File: config.mk
export PLATFORM = sky130hd
export DESIGN_NAME = font_5x7_text_rasterizer_top
export DESIGN_NICKNAME = d
export VERILOG_FILES = /design/src/sv/ftr_pkg.sv /design/src/sv/ftr_front.sv /design/src/sv/ftr_fifo.sv /design/src/sv/ftr_back.sv /design/src/sv/font_5x7_text_rasterizer_top.sv
export SDC_FILE = /design/constraint.sdc
export NUM_CORES = 1
export LEC_CHECK = 0
export ABC_AREA = 0
export BUFFER_PORTS_ARGS = -buffer_cell sky130_fd_sc_hd__buf_2
export CORE_AREA = 2 2 248 250
export CTS_CLUSTER_DIAMETER = 120
export DETAILED_ROUTE_END_ITERATION = 10
export DIE_AREA = 0 0 250 252
export PLACE_DENSITY_LB_ADDON = 0.25
export SYNTH_ARGS = -nofsm -noshare
export SYNTH_HDL_FRONTEND = slang
export SYNTH_SLANG_ARGS = --single-unit
export TNS_END_PERCENT = 10
File: constraint.sdc
create_clock -name clk_i -period 5.65 [get_ports clk_i]
set_clock_uncertainty 0.05 [all_clocks]
set_input_delay 1.13 -clock clk_i [delete_from_list [all_inputs] [get_ports clk_i]]
set_output_delay 1.13 -clock clk_i [all_outputs]
set_load 0.1 [all_outputs]
File: src/sv/ftr_pkg.sv
`default_nettype none

package ftr_pkg;

  localparam int unsigned QueueDepthDefault = 4;

  localparam int unsigned GlyphRows   = 7;
  localparam int unsigned GlyphCols   = 5;
  localparam int unsigned GlyphPixels = GlyphRows * GlyphCols;

  localparam logic [7:0] CharNewline = 8'd10;
  localparam logic [7:0] CharSpace   = 8'd32;
  localparam logic [7:0] CharBang    = 8'd33;
  localparam logic [7:0] CharPlus    = 8'd43;
  localparam logic [7:0] CharDash    = 8'd45;
  localparam logic [7:0] CharDot     = 8'd46;
  localparam logic [7:0] CharSlash   = 8'd47;
  localparam logic [7:0] CharZero    = 8'd48;
  localparam logic [7:0] CharNine    = 8'd57;
  localparam logic [7:0] CharColon   = 8'd58;
  localparam logic [7:0] CharUpperA  = 8'd65;
  localparam logic [7:0] CharUpperZ  = 8'd90;
  localparam logic [7:0] CharLowerA  = 8'd97;
  localparam logic [7:0] CharLowerZ  = 8'd122;
  localparam logic [7:0] CaseFold    = 8'd32;

  localparam logic [5:0] GlyphLetterBase = 6'd10;
  localparam logic [5:0] GlyphSpace      = 6'd36;
  localparam logic [5:0] GlyphColon      = 6'd37;
  localparam logic [5:0] GlyphDot        = 6'd38;
  localparam logic [5:0] GlyphDash       = 6'd39;
  localparam logic [5:0] GlyphSlash      = 6'd40;
  localparam logic [5:0] GlyphPlus       = 6'd41;
  localparam logic [5:0] GlyphBang       = 6'd42;
  localparam logic [5:0] GlyphUnknown    = 6'd43;

  localparam logic OpBegin = 1'b0;

  typedef enum logic [1:0] {
    KIND_BEGIN   = 2'd0,
    KIND_NEWLINE = 2'd1,
    KIND_GLYPH   = 2'd2
  } kind_e;

  typedef logic [GlyphPixels-1:0] pixels_t;

  // slice [GlyphRows-1] is the top row; bit [GlyphCols-1] of a row is the left column
  typedef logic [GlyphRows-1:0][GlyphCols-1:0] glyph_t;

  typedef struct packed {
    kind_e       kind;
    pixels_t     pixels;
    logic [15:0] pos_x;
    logic [15:0] pos_y;
    logic [7:0]  scale;
    logic [31:0] color;
  } entry_t;

  function automatic logic [5:0] glyph_index(logic [7:0] code);
    logic [7:0] c;
    logic [5:0] idx;
    c = code;
    if (code >= CharLowerA && code <= CharLowerZ) begin
      c = code - CaseFold;
    end
    if (code == CharSpace) begin
      idx = GlyphSpace;
    end else if (code >= CharZero && code <= CharNine) begin
      idx = 6'(code - CharZero);
    end else if (c >= CharUpperA && c <= CharUpperZ) begin
      idx = 6'(c - CharUpperA) + GlyphLetterBase;
    end else if (code == CharColon) begin
      idx = GlyphColon;
    end else if (code == CharDot) begin
      idx = GlyphDot;
    end else if (code == CharDash) begin
      idx = GlyphDash;
    end else if (code == CharSlash) begin
      idx = GlyphSlash;
    end else if (code == CharPlus) begin
      idx = GlyphPlus;
    end else if (code == CharBang) begin
      idx = GlyphBang;
    end else begin
      idx = GlyphUnknown;
    end
    return idx;
  endfunction

  function automatic glyph_t glyph_rom(logic [5:0] idx);
    glyph_t g;
    unique case (idx)
      6'd0:  g = {5'd14, 5'd17, 5'd19, 5'd21, 5'd25, 5'd17, 5'd14};
      6'd1:  g = {5'd4,  5'd12, 5'd4,  5'd4,  5'd4,  5'd4,  5'd14};
      6'd2:  g = {5'd14, 5'd17, 5'd1,  5'd2,  5'd4,  5'd8,  5'd31};
      6'd3:  g = {5'd30, 5'd1,  5'd1,  5'd14, 5'd1,  5'd1,  5'd30};
      6'd4:  g = {5'd2,  5'd6,  5'd10, 5'd18, 5'd31, 5'd2,  5'd2};
      6'd5:  g = {5'd31, 5'd16, 5'd16, 5'd30, 5'd1,  5'd1,  5'd30};
      6'd6:  g = {5'd14, 5'd16, 5'd16, 5'd30, 5'd17, 5'd17, 5'd14};
      6'd7:  g = {5'd31, 5'd1,  5'd2,  5'd4,  5'd8,  5'd8,  5'd8};
      6'd8:  g = {5'd14, 5'd17, 5'd17, 5'd14, 5'd17, 5'd17, 5'd14};
      6'd9:  g = {5'd14, 5'd17, 5'd17, 5'd15, 5'd1,  5'd1,  5'd14};
      6'd10: g = {5'd14, 5'd17, 5'd17, 5'd31, 5'd17, 5'd17, 5'd17};
      6'd11: g = {5'd30, 5'd17, 5'd17, 5'd30, 5'd17, 5'd17, 5'd30};
      6'd12: g = {5'd14, 5'd17, 5'd16, 5'd16, 5'd16, 5'd17, 5'd14};
      6'd13: g = {5'd30, 5'd17, 5'd17, 5'd17, 5'd17, 5'd17, 5'd30};
      6'd14: g = {5'd31, 5'd16, 5'd16, 5'd30, 5'd16, 5'd16, 5'd31};
      6'd15: g = {5'd31, 5'd16, 5'd16, 5'd30, 5'd16, 5'd16, 5'd16};
      6'd16: g = {5'd14, 5'd17, 5'd16, 5'd23, 5'd17, 5'd17, 5'd15};
      6'd17: g = {5'd17, 5'd17, 5'd17, 5'd31, 5'd17, 5'd17, 5'd17};
      6'd18: g = {5'd14, 5'd4,  5'd4,  5'd4,  5'd4,  5'd4,  5'd14};
      6'd19: g = {5'd7,  5'd2,  5'd2,  5'd2,  5'd18, 5'd18, 5'd12};
      6'd20: g = {5'd17, 5'd18, 5'd20, 5'd24, 5'd20, 5'd18, 5'd17};
      6'd21: g = {5'd16, 5'd16, 5'd16, 5'd16, 5'd16, 5'd16, 5'd31};
      6'd22: g = {5'd17, 5'd27, 5'd21, 5'd21, 5'd17, 5'd17, 5'd17};
      6'd23: g = {5'd17, 5'd25, 5'd21, 5'd19, 5'd17, 5'd17, 5'd17};
      6'd24: g = {5'd14, 5'd17, 5'd17, 5'd17, 5'd17, 5'd17, 5'd14};
      6'd25: g = {5'd30, 5'd17, 5'd17, 5'd30, 5'd16, 5'd16, 5'd16};
      6'd26: g = {5'd14, 5'd17, 5'd17, 5'd17, 5'd21, 5'd18, 5'd13};
      6'd27: g = {5'd30, 5'd17, 5'd17, 5'd30, 5'd20, 5'd18, 5'd17};
      6'd28: g = {5'd15, 5'd16, 5'd16, 5'd14, 5'd1,  5'd1,  5'd30};
      6'd29: g = {5'd31, 5'd4,  5'd4,  5'd4,  5'd4,  5'd4,  5'd4};
      6'd30: g = {5'd17, 5'd17, 5'd17, 5'd17, 5'd17, 5'd17, 5'd14};
      6'd31: g = {5'd17, 5'd17, 5'd17, 5'd17, 5'd17, 5'd10, 5'd4};
      6'd32: g = {5'd17, 5'd17, 5'd17, 5'd21, 5'd21, 5'd21, 5'd10};
      6'd33: g = {5'd17, 5'd17, 5'd10, 5'd4,  5'd10, 5'd17, 5'd17};
      6'd34: g = {5'd17, 5'd17, 5'd10, 5'd4,  5'd4,  5'd4,  5'd4};
      6'd35: g = {5'd31, 5'd1,  5'd2,  5'd4,  5'd8,  5'd16, 5'd31};
      6'd36: g = {5'd0,  5'd0,  5'd0,  5'd0,  5'd0,  5'd0,  5'd0};
      6'd37: g = {5'd0,  5'd4,  5'd4,  5'd0,  5'd4,  5'd4,  5'd0};
      6'd38: g = {5'd0,  5'd0,  5'd0,  5'd0,  5'd0,  5'd12, 5'd12};
      6'd39: g = {5'd0,  5'd0,  5'd0,  5'd31, 5'd0,  5'd0,  5'd0};
      6'd40: g = {5'd1,  5'd1,  5'd2,  5'd4,  5'd8,  5'd16, 5'd16};
      6'd41: g = {5'd0,  5'd4,  5'd4,  5'd31, 5'd4,  5'd4,  5'd0};
      6'd42: g = {5'd4,  5'd4,  5'd4,  5'd4,  5'd4,  5'd0,  5'd4};
      default: g = {5'd14, 5'd17, 5'd1, 5'd2, 5'd4, 5'd0, 5'd4};
    endcase
    return g;
  endfunction

  // bit (row * GlyphCols + col) set for each lit pixel, so the lowest bit comes first
  function automatic pixels_t scan_order(glyph_t g);
    pixels_t p;
    p = '0;
    for (int r = 0; r < GlyphRows; r++) begin
      for (int c = 0; c < GlyphCols; c++) begin
        p[r*GlyphCols+c] = g[GlyphRows-1-r][GlyphCols-1-c];
      end
    end
    return p;
  endfunction

endpackage

`default_nettype wire

File: src/sv/ftr_front.sv
`default_nettype none

module ftr_front (
  input  wire logic           clk_i,
  input  wire logic           rst_ni,
  input  wire logic           in_valid_i,
  output logic                in_stall_o,
  input  wire logic           op_i,
  input  wire logic [15:0]    origin_x_i,
  input  wire logic [15:0]    origin_y_i,
  input  wire logic [7:0]     pixel_scale_i,
  input  wire logic [31:0]    ink_color_i,
  input  wire logic [7:0]     char_code_i,
  input  wire logic           full_i,
  output logic                push_o,
  output ftr_pkg::entry_t     push_data_o
);
  import ftr_pkg::*;

  logic   valid_q, valid_d;
  entry_t entry_q, entry_d;
  logic   accept;

  assign in_stall_o = valid_q && full_i;
  assign accept     = in_valid_i && !in_stall_o;
  assign push_o     = valid_q && !full_i;
  assign push_data_o = entry_q;

  always_comb begin
    entry_d.pos_x  = origin_x_i;
    entry_d.pos_y  = origin_y_i;
    entry_d.scale  = pixel_scale_i;
    entry_d.color  = ink_color_i;
    entry_d.pixels = scan_order(glyph_rom(glyph_index(char_code_i)));
    if (op_i == OpBegin) begin
      entry_d.kind = KIND_BEGIN;
    end else if (char_code_i == CharNewline) begin
      entry_d.kind = KIND_NEWLINE;
    end else begin
      entry_d.kind = KIND_GLYPH;
    end
  end

  always_comb begin
    valid_d = valid_q;
    if (accept) begin
      valid_d = 1'b1;
    end else if (push_o) begin
      valid_d = 1'b0;
    end
  end

  always_ff @(posedge clk_i or negedge rst_ni) begin
    if (!rst_ni) begin
      valid_q <= 1'b0;
    end else begin
      valid_q <= valid_d;
    end
  end

  always_ff @(posedge clk_i) begin
    if (accept) begin
      entry_q <= entry_d;
    end
  end

endmodule

`default_nettype wire

File: src/sv/ftr_fifo.sv
`default_nettype none

module ftr_fifo #(
  parameter int unsigned Depth = ftr_pkg::QueueDepthDefault
) (
  input  wire logic            clk_i,
  input  wire logic            rst_ni,
  input  wire logic            push_i,
  input  wire ftr_pkg::entry_t push_data_i,
  output logic                 full_o,
  input  wire logic            pop_i,
  output ftr_pkg::entry_t      pop_data_o,
  output logic                 empty_o
);
  import ftr_pkg::*;

  localparam int unsigned PtrW = (Depth > 1) ? $clog2(Depth) : 1;
  localparam int unsigned CntW = $clog2(Depth + 1);

  entry_t            mem_q [Depth];
  logic [PtrW-1:0]   wr_ptr_q, wr_ptr_d;
  logic [PtrW-1:0]   rd_ptr_q, rd_ptr_d;
  logic [CntW-1:0]   count_q, count_d;
  logic              do_push, do_pop;

  assign full_o     = (count_q == CntW'(Depth));
  assign empty_o    = (count_q == '0);
  assign do_push    = push_i && !full_o;
  assign do_pop     = pop_i && !empty_o;
  assign pop_data_o = mem_q[rd_ptr_q];

  always_comb begin
    wr_ptr_d = wr_ptr_q;
    rd_ptr_d = rd_ptr_q;
    count_d  = count_q;
    if (do_push) begin
      wr_ptr_d = (wr_ptr_q == PtrW'(Depth - 1)) ? '0 : wr_ptr_q + 1'b1;
    end
    if (do_pop) begin
      rd_ptr_d = (rd_ptr_q == PtrW'(Depth - 1)) ? '0 : rd_ptr_q + 1'b1;
    end
    if (do_push && !do_pop) begin
      count_d = count_q + 1'b1;
    end else if (do_pop && !do_push) begin
      count_d = count_q - 1'b1;
    end
  end

  always_ff @(posedge clk_i or negedge rst_ni) begin
    if (!rst_ni) begin
      wr_ptr_q <= '0;
      rd_ptr_q <= '0;
      count_q  <= '0;
    end else begin
      wr_ptr_q <= wr_ptr_d;
      rd_ptr_q <= rd_ptr_d;
      count_q  <= count_d;
    end
  end

  always_ff @(posedge clk_i) begin
    if (do_push) begin
      mem_q[wr_ptr_q] <= push_data_i;
    end
  end

endmodule

`default_nettype wire

File: src/sv/ftr_back.sv
`default_nettype none

module ftr_back (
  input  wire logic            clk_i,
  input  wire logic            rst_ni,
  input  wire logic            empty_i,
  input  wire ftr_pkg::entry_t pop_data_i,
  output logic                 pop_o,
  output logic                 out_valid_o,
  input  wire logic            out_stall_i,
  output logic signed [15:0]   square_x_o,
  output logic signed [15:0]   square_y_o,
  output logic [7:0]           square_size_o,
  output logic [31:0]          square_color_o,
  output logic                 last_square_o
);
  import ftr_pkg::*;

  logic        busy_q, busy_d;
  pixels_t     mask_q, mask_d;
  logic [15:0] line_x_q, line_x_d;
  logic [15:0] cur_x_q, cur_x_d;
  logic [15:0] cur_y_q, cur_y_d;
  logic [7:0]  scale_q, scale_d;
  logic [31:0] color_q, color_d;
  logic        out_valid_q, out_valid_d;
  logic [15:0] out_x_q, out_y_q;
  logic [7:0]  out_size_q;
  logic [31:0] out_color_q;
  logic        out_last_q;

  logic        out_free, load_out;
  pixels_t     low, rest;
  logic [2:0]  row, col;
  logic [15:0] px, py, step6, step8;

  assign out_free = !out_valid_q || !out_stall_i;
  assign pop_o    = !busy_q && !empty_i;
  assign low      = mask_q & (~mask_q + 1'b1);
  assign rest     = mask_q & ~low;
  assign step6    = {6'b0, scale_q, 2'b0} + {7'b0, scale_q, 1'b0};
  assign step8    = {5'b0, scale_q, 3'b0};

  always_comb begin
    row = '0;
    col = '0;
    for (int k = 0; k < GlyphPixels; k++) begin
      if (low[k]) begin
        row = row | 3'(k / GlyphCols);
        col = col | 3'(k % GlyphCols);
      end
    end
  end

  assign px = cur_x_q + (16'(col) * 16'(scale_q));
  assign py = cur_y_q + (16'(row) * 16'(scale_q));

  always_comb begin
    busy_d      = busy_q;
    mask_d      = mask_q;
    line_x_d    = line_x_q;
    cur_x_d     = cur_x_q;
    cur_y_d     = cur_y_q;
    scale_d     = scale_q;
    color_d     = color_q;
    load_out    = 1'b0;
    if (busy_q) begin
      if (out_free) begin
        load_out = 1'b1;
        mask_d   = rest;
        if (rest == '0) begin
          busy_d  = 1'b0;
          cur_x_d = cur_x_q + step6;
        end
      end
    end else if (pop_o) begin
      unique case (pop_data_i.kind)
        KIND_BEGIN: begin
          line_x_d = pop_data_i.pos_x;
          cur_x_d  = pop_data_i.pos_x;
          cur_y_d  = pop_data_i.pos_y;
          scale_d  = pop_data_i.scale;
          color_d  = pop_data_i.color;
        end
        KIND_NEWLINE: begin
          cur_x_d = line_x_q;
          cur_y_d = cur_y_q + step8;
        end
        KIND_GLYPH: begin
          if (pop_data_i.pixels == '0) begin
            cur_x_d = cur_x_q + step6;
          end else begin
            busy_d = 1'b1;
            mask_d = pop_data_i.pixels;
          end
        end
        default: begin
        end
      endcase
    end
    out_valid_d = (out_valid_q && out_stall_i) || load_out;
  end

  always_ff @(posedge clk_i or negedge rst_ni) begin
    if (!rst_ni) begin
      busy_q      <= 1'b0;
      mask_q      <= '0;
      line_x_q    <= '0;
      cur_x_q     <= '0;
      cur_y_q     <= '0;
      scale_q     <= 8'd1;
      color_q     <= '0;
      out_valid_q <= 1'b0;
    end else begin
      busy_q      <= busy_d;
      mask_q      <= mask_d;
      line_x_q    <= line_x_d;
      cur_x_q     <= cur_x_d;
      cur_y_q     <= cur_y_d;
      scale_q     <= scale_d;
      color_q     <= color_d;
      out_valid_q <= out_valid_d;
    end
  end

  always_ff @(posedge clk_i) begin
    if (load_out) begin
      out_x_q     <= px;
      out_y_q     <= py;
      out_size_q  <= scale_q;
      out_color_q <= color_q;
      out_last_q  <= (rest == '0);
    end
  end

  assign out_valid_o    = out_valid_q;
  assign square_x_o     = out_x_q;
  assign square_y_o     = out_y_q;
  assign square_size_o  = out_size_q;
  assign square_color_o = out_color_q;
  assign last_square_o  = out_last_q;

endmodule

`default_nettype wire

File: src/sv/font_5x7_text_rasterizer_top.sv
// A character's first square passes the input register, item queue, square engine and
// output register. The square engine gives one square per cycle while the output is
// not stalled; a character with lit pixels holds it until its last square is loaded.
// The input side takes a beat every cycle while the item queue has room.
// Reset (async, active low): cursor, line origin and color go to zero, scale to one,
// queue and output register empty.
`default_nettype none

module font_5x7_text_rasterizer_top #(
  parameter int unsigned QueueDepth = ftr_pkg::QueueDepthDefault
) (
  input  wire logic               clk_i,
  input  wire logic               rst_ni,
  input  wire logic               in_valid_i,
  output logic                    in_stall_o,
  input  wire logic               op_i,
  input  wire logic signed [15:0] origin_x_i,
  input  wire logic signed [15:0] origin_y_i,
  input  wire logic [7:0]         pixel_scale_i,
  input  wire logic [31:0]        ink_color_i,
  input  wire logic [7:0]         char_code_i,
  output logic                    out_valid_o,
  input  wire logic               out_stall_i,
  output logic signed [15:0]      square_x_o,
  output logic signed [15:0]      square_y_o,
  output logic [7:0]              square_size_o,
  output logic [31:0]             square_color_o,
  output logic                    last_square_o
);
  import ftr_pkg::*;

  logic   q_push, q_full, q_pop, q_empty;
  entry_t q_wdata, q_rdata;

  ftr_front u_front (
    .clk_i         (clk_i),
    .rst_ni        (rst_ni),
    .in_valid_i    (in_valid_i),
    .in_stall_o    (in_stall_o),
    .op_i          (op_i),
    .origin_x_i    (origin_x_i),
    .origin_y_i    (origin_y_i),
    .pixel_scale_i (pixel_scale_i),
    .ink_color_i   (ink_color_i),
    .char_code_i   (char_code_i),
    .full_i        (q_full),
    .push_o        (q_push),
    .push_data_o   (q_wdata)
  );

  ftr_fifo #(
    .Depth (QueueDepth)
  ) u_fifo (
    .clk_i       (clk_i),
    .rst_ni      (rst_ni),
    .push_i      (q_push),
    .push_data_i (q_wdata),
    .full_o      (q_full),
    .pop_i       (q_pop),
    .pop_data_o  (q_rdata),
    .empty_o     (q_empty)
  );

  ftr_back u_back (
    .clk_i          (clk_i),
    .rst_ni         (rst_ni),
    .empty_i        (q_empty),
    .pop_data_i     (q_rdata),
    .pop_o          (q_pop),
    .out_valid_o    (out_valid_o),
    .out_stall_i    (out_stall_i),
    .square_x_o     (square_x_o),
    .square_y_o     (square_y_o),
    .square_size_o  (square_size_o),
    .square_color_o (square_color_o),
    .last_square_o  (last_square_o)
  );

`ifndef SYNTH
  a_no_overflow: assert property (@(posedge clk_i) disable iff (!rst_ni)
    q_push |-> !q_full)
    else $error("item queue written while full");

  a_no_underflow: assert property (@(posedge clk_i) disable iff (!rst_ni)
    q_pop |-> !q_empty)
    else $error("item queue read while empty");

  a_stall_cause: assert property (@(posedge clk_i) disable iff (!rst_ni)
    in_stall_o |-> q_full)
    else $error("input stalled with room in the queue");
`endif

endmodule

`default_nettype wire

Yosys cells after proc, flatten, opt, wreduce, memory -nomap -nowiden

Memory sizes are Yosys's and may differ from the RTL's. A register that Yosys moved wholly into a read port is not among the register bits.
Index checks and enable logic that the tools add are counted.

Multiply operators: 2
Add/subtract/negate cells: 14
Bitwise gates (word level): 5
Order comparisons: 6
Multiplexer cells: 181
Eq/ne operators: 17
Reductions and logical operators: 38

Operator list:

| cell                                                 | count |
|---|---|
| two-way mux 35 bit                                   | 12 |
| two-way mux 16 bit                                   | 23 |
| two-way mux 6 bit                                    | 44 |
| two-way mux 32 bit                                   | 5 |
| two-way mux 3 bit                                    | 25 |
| bitwise AND 35 bit                                   | 2 |
| zero test 35 bit                                     | 2 |
| NOT 35 bit                                           | 2 |
| equality test 8 x 6 -> 1 bit (second input constant) | 7 |
| two-way mux 2 bit                                    | 28 |
| adder 16 x 11 -> 16 bit                              | 3 |
| two-way mux 8 bit                                    | 6 |
| case mux 16 bit (3 select lines)                     | 1 |
| two-way mux 1 bit                                    | 36 |
| adder 35 x 1 -> 35 bit (second input constant)       | 1 |
| case mux 16 bit (2 select lines)                     | 1 |
| multiplier 3 x 8 -> 11 bit                           | 2 |
| adder 16 bit                                         | 1 |
| >= comparator 8 x 7 -> 1 bit (second input constant) | 2 |
| <= comparator 8 x 7 -> 1 bit (second input constant) | 2 |
| logical AND 1 bit                                    | 12 |
| adder 10 x 9 -> 11 bit                               | 1 |
| AND reduction 5 bit                                  | 2 |
| nonzero test 2 bit                                   | 5 |
| 25 further kinds                                     | 38 |

Flip-flop bits (word level): 280
RAM bits: 436
Bits of input ports: 85
Memories: 2
ROM bits: 2240

Memory list:

| name             | words | width | rd ports | clocked after memory_dff | write ports | line           | RTL |
|---|---|---|---|---|---|---|---|
| (name not given) | 64    | 35    | 1        | 1                        | 0           | ftr_pkg.sv:92  | `unique case (idx)` |
| u_fifo.mem_q     | 4     | 109   | 1        | 0                        | 1           | ftr_fifo.sv:20 | `entry_t mem_q [Depth];` |

Longest topological paths before layout

Depth after elaboration: 46
Mapped depth: 25
Gate-level depth less buffers: 23

Cells and area by module

Synthesis repeated with hierarchy kept, for this count alone.

Cell total of the unflattened synthesis: 2154
Area total of the unflattened synthesis: 33596.0 µm²

Modules (own cells, without submodules):

| module    | cells an instance | area each (µm²) | instances |
|---|---|---|---|
| ftr_fifo  | 606               | 16179.3         | 1 |
| ftr_back  | 1054              | 11461.0         | 1 |
| ftr_front | 494               | 5955.7          | 1 |

Least setup slack after synthesis

No wires, ideal clock.

Path kind: flip-flop to flip-flop
Start: register u_fifo.count_q[0]
End: register u_front.entry_q (netlist bit u_front.push_data_o[0]) (enable)
Buffers on the path: 0
Data required time: 5.011 ns
Arrival time: 5.948 ns
Setup time: 0.589 ns
Slack: -0.936 ns
Cell stages (with the launch flop): 4
Cells stage by stage: dfrtp_1 > nor2_1 > and3_1 > nor2b_1

Word-level cells in the longest chain between the ends: 4

Ends and longest elaborated chain:

| item                     | line                               | RTL |
|---|---|---|
| start: declaration       | ftr_fifo.sv:23                     | `logic [CntW-1:0] count_q, count_d;` |
| start signal: assignment | ftr_fifo.sv:57                     | `count_q <= count_d;` |
| equality test 3 bit      | ftr_fifo.sv:26                     | `assign full_o = (count_q == CntW'(Depth));` |
| logical AND 1 bit        | ftr_front.sv:24                    | `assign in_stall_o = valid_q && full_i;` |
| named net in_stall_o     | font_5x7_text_rasterizer_top.sv:15 | `output logic in_stall_o,` |
| zero test 1 bit          | ftr_front.sv:25                    | `assign accept = in_valid_i && !in_stall_o;` |
| logical AND 1 bit        | ftr_front.sv:25                    |  |
| named net u_front.accept | ftr_front.sv:22                    | `logic accept;` |
| end signal: assignment   | ftr_front.sv:63                    | `entry_q <= entry_d;` |
| end: declaration         | ftr_front.sv:21                    | `entry_t entry_q, entry_d;` |

The timed path passes the listed nets, and every way through them passes these cells.
A chain may end at the register's enable or synchronous reset.

Worst setup path in the final report

Start: register u_back.mask_q[8]
End: register u_back.out_y_q[13] (netlist: u_back.square_y_o[13]), data pin

Word-level cells in the longest chain between the ends: 32

Ends and longest elaborated chain:

| item                            | line            | RTL |
|---|---|---|
| start: declaration              | ftr_back.sv:20  | `pixels_t mask_q, mask_d;` |
| start signal: assignment        | ftr_back.sv:116 | `mask_q <= mask_d;` |
| NOT 35 bit                      | ftr_back.sv:39  | `assign low = mask_q & (~mask_q + 1'b1);` |
| adder 35 x 1 -> 35 bit          | ftr_back.sv:39  |  |
| bitwise AND 35 bit *            | ftr_back.sv:39  |  |
| two-way mux 1 bit (2 in a row)  | ftr_back.sv:48  | `if (low[k]) begin` |
| two-way mux 2 bit (10 in a row) | ftr_back.sv:48  |  |
| two-way mux 3 bit (14 in a row) | ftr_back.sv:48  |  |
| two-way mux 3 bit *             | ftr_back.sv:48  |  |
| multiplier 3 x 8 -> 11 bit *    | ftr_back.sv:56  | `assign py = cur_y_q + (16'(row) * 16'(scale_q));` |
| adder 16 x 11 -> 16 bit *       | ftr_back.sv:56  |  |
| named net u_back.py[13]         | ftr_back.sv:35  | `logic [15:0] px, py, step6, step8;` |
| end signal: assignment          | ftr_back.sv:129 | `out_y_q <= py;` |
| end: declaration                | ftr_back.sv:27  | `logic [15:0] out_x_q, out_y_q;` |

Mark *: on every way through the listed nets, which the timed path passes. The rest lies on a longest branch.

==> results.md <==
* Number of inserted diodes at 0
* Startpoint type of the worst setup path: register
* Net count after synthesis at 2435
* Count of unique library cells instantiated by Yosys at 96
* Buffer depth of the longest clock path at 3
* Aggregate routed wire length at 78420 um
* Initial antenna violation count at 0
* Share of flip-flops with an asynchronous set or reset at 0.1771
* Register clock-pin slew on the reported worst setup and hold paths at approximately 0.060 ns
* Critical path destination: u_back.square_y_o[13]$_DFFE_PP_
* Max Freq at roughly 190 MHz
* I/O pins at 160
* Hold path startpoint: u_back.color_q[17]$_DFFE_PN0P_
* Chip Width at about 250 um
* Clock tree from TritonCTS: built
* Chip height at about 250 um
* Clk sink count at roughly 750
* IO Port Bufs at about 160
* Synth top area cells: sky130_fd_sc_hd__edfxtp_1 55%, sky130_fd_sc_hd__dfrtp_1 9.9%, sky130_fd_sc_hd__mux4_2 7.3%
* Final setup violation count at 0
* Clk Tree Root Cell: sky130_fd_sc_hd__clkbuf_16
* Post-synthesis cell count at between 2000 and 2500
* Last weighted congestion value of the routability-driven placer at around 0.91
* Final Hold Fails at 0
* Most frequent standard cell in the layout excluding fill and tap cells: sky130_fd_sc_hd__edfxtp_1
* Reg area at around 0.022 mm^2
* Number of clock buffers inserted by TritonCTS at just under 80
* R2r setup slk at 0.25 ns
* Result of the run: finished, final reports clean
* Syn Std Cell Area at 0.03347 mm^2
* FP Rows at 90
* GRT overflow at 0
* H-tree level count at 3
* #FFs+latches synth at 751
* Cell accounting for the most synthesized area: sky130_fd_sc_hd__edfxtp_1
* Final hold slack at just under 0.4 ns
* Warnings from Yosys at 0
* HPWL after detailed placement at around 50000 um
* Number of global-route vias before repair at between 20000 and 25000
* Starting Density at 0.5566
* Crit end category: register
* Growth of design area from synthesis to finish at 15.02%
* WP data required at about 6 ns
* Final period demand of the worst path at between 5 and 6 ns
* Maximum capacitance violations at 0
* Highest-count cells in the layout ignoring fill and taps: 618 x sky130_fd_sc_hd__edfxtp_1, 162 x sky130_fd_sc_hd__nand2_1, 158 x sky130_fd_sc_hd__buf_2, 130 x sky130_fd_sc_hd__dfrtp_1, 109 x sky130_fd_sc_hd__mux4_2
* Slew at the pin closest to its max-slew limit at about 1.1 ns
* Worst min path class: reg -> reg
* Predominant post-synthesis flop cell: sky130_fd_sc_hd__edfxtp_1
* Count of cells along the worst register-to-register path at 23
* Sequential area share after synthesis at 0.6539
* Global-route wire length before repair at 121600 um
* Mean routed wirelength per cell at roughly 24 um
* Relative slew margins at 0.2542
* Multi-input gate area at about 0.011 mm^2
* Clock latency reported for the late side of the worst-skew pair at 0.64 ns
* Global-route total usage across every layer at 0.2519
* Worst Path Arrival at around 5.7 ns
* Crit Reg-Reg Endpoint: u_back.square_y_o[13]$_DFFE_PP_
* Post-synthesis area per instance at ~15 um^2
* Post-route ant nets at 0
* # fillers at 4369
* Number of enable flip-flop cells after synthesis at about 620
* Iteration-0 DRC count of the detailed router at ~1500
* Pre-antenna DRT Iters at 6
* Pin count of the biggest net entering global routing at 84
* Share of the cycle needed by the critical path after routing at 0.9561
* Die area at 0.06300 mm^2
* CP Class: reg -> reg
* Via-per-instance ratio at 6.048
* Via count at roughly 20000
* Critical path fanouts, max at 3
* Reg2reg start: u_back.mask_q[8]$_DFFE_PN0P_
* Max Transition Viols Final at 0
* Post-layout net count at about 2700
* Area of the core at approximately 0.06 mm^2
* Fraction of final layout cells with drive strength greater than 1 at 0.2491
* Share of Yosys cell area claimed by the top area cell type at 0.5544
* Residual DRC count at 0
* Startpoint of the most critical setup path: u_back.mask_q[8]$_DFFE_PN0P_
cell usage after synthesis, drive strengths merged, types with 35 or more instances:
cell type  instances
mux4             109
nand2            163
a21oi            113
mux2              60
ha                87
edfxtp           618
o21ai            104
nand3             35
dfrtp            132
nor3              38
buf               43
nor2             102
inv              105
clkbuf            62
how the worst min path moves through the flow:
stage,to,slack [ns],cells past startpoint
floorplan,u_back.square_color_o[0]$_DFFE_PP_,0.37,0
global placement,u_back.square_color_o[21]$_DFFE_PP_,0.38,0
detailed placement,u_back.square_color_o[30]$_DFFE_PP_,0.38,0
CTS,u_back.square_color_o[2]$_DFFE_PP_,0.40,0
global route,u_back.square_color_o[3]$_DFFE_PP_,0.41,0
finish,u_back.square_color_o[17]$_DFFE_PP_,0.40,0
what timing repair did:
item,4_1_cts,5_1_grt
hold buffers,0,0
gates resized for setup,0,24
setup buffers,0,2
endpoints found under the setup margin,0,13
through the flow:
stage | cells | area [um^2] | setup TNS, ns | setup slack, ns | utilization
6_report | 3323 | 38500 | 0 | 0.2478 | 0.6403
5_1_grt | 3323 | 38500 | -0.2598 | -0.06567 | 0.6403
4_1_cts | 3321 | 38380 | 0 | 0.01615 | 0.6383
3_5_place_dp | 3175 | 35710 | 0 | 0.04294 | 0.5938
3_3_place_gp | 3175 | 35710 | 0 | 0.1166 | 0.5938
2_1_floorplan | 2229 | 33470 | -0.08567 | -0.06526 | -
registers in the layout, summed over array words and instances (netlist names), 3 cells and up:
register               flops
u_back.color_q            32
u_back.square_x_o         16
u_back.cur_y_q            16
u_back.mask_q             35
u_back.scale_q             8
u_back.square_y_o         16
u_back.square_color_o     32
u_back.square_size_o       8
u_back.cur_x_q            16
u_fifo.count_q             3
u_front.push_data_o      109
u_back.line_x_q           16
u_fifo.mem_q             436
kinds of logic after synthesis:
family / Yosys count / share of synthesized area
flops: 751 / 0.6539
simple gates: 474 / 0.07020
compound gates: 455 / 0.09121
buf+inv: 212 / 0.02583
mux: 173 / 0.09472
fa+ha+maj: 122 / 0.05315
xor+xnor: 42 / 0.01099
per-layer routing:
metal  GRT usage  up-vias  part of all wire
li1            -     9078                 -
met4     0.08092        0             0.025
met5           0        -                 0
met1      0.3353    10310              0.42
met2      0.4344      591              0.51
met3     0.03363      116             0.044
area by class of cell:
cell class              instances  area share
well taps                     782     0.02541
inverters                     107     0.01046
clock inverters                50     0.01596
repair buffers                271     0.04407
clock buffers                  96     0.05349
multi-input cells            1266      0.2819
flip-flops and latches        751      0.5687
worst max-delay path, cell delays in order, from the launching register on:
cell and delay [ns]:
sky130_fd_sc_hd__dfrtp_1 0.41, sky130_fd_sc_hd__nor4_4 0.35, sky130_fd_sc_hd__nand4_2 0.17, sky130_fd_sc_hd__buf_4 0.17, sky130_fd_sc_hd__nor3_4 0.19, sky130_fd_sc_hd__nand2_2 0.11, sky130_fd_sc_hd__nor3_4 0.15, sky130_fd_sc_hd__nand2_1 0.11
sky130_fd_sc_hd__o221a_2 0.31, sky130_fd_sc_hd__and3_1 0.19, sky130_fd_sc_hd__nand2b_1 0.18, sky130_fd_sc_hd__fa_1 0.53, sky130_fd_sc_hd__inv_1 0.06, sky130_fd_sc_hd__fa_2 0.48, sky130_fd_sc_hd__fa_2 0.41, sky130_fd_sc_hd__a21o_1 0.21
sky130_fd_sc_hd__a21oi_2 0.16, sky130_fd_sc_hd__o21bai_1 0.09, sky130_fd_sc_hd__a21oi_2 0.15, sky130_fd_sc_hd__o21ai_0 0.12, sky130_fd_sc_hd__a21oi_2 0.19, sky130_fd_sc_hd__o21ai_0 0.18, sky130_fd_sc_hd__nand2_1 0.12, sky130_fd_sc_hd__xnor2_1 0.07
Power is left out: the tool's default activity adds up to more than one toggle a clock period on the data nets, which glitch-free logic cannot reach.
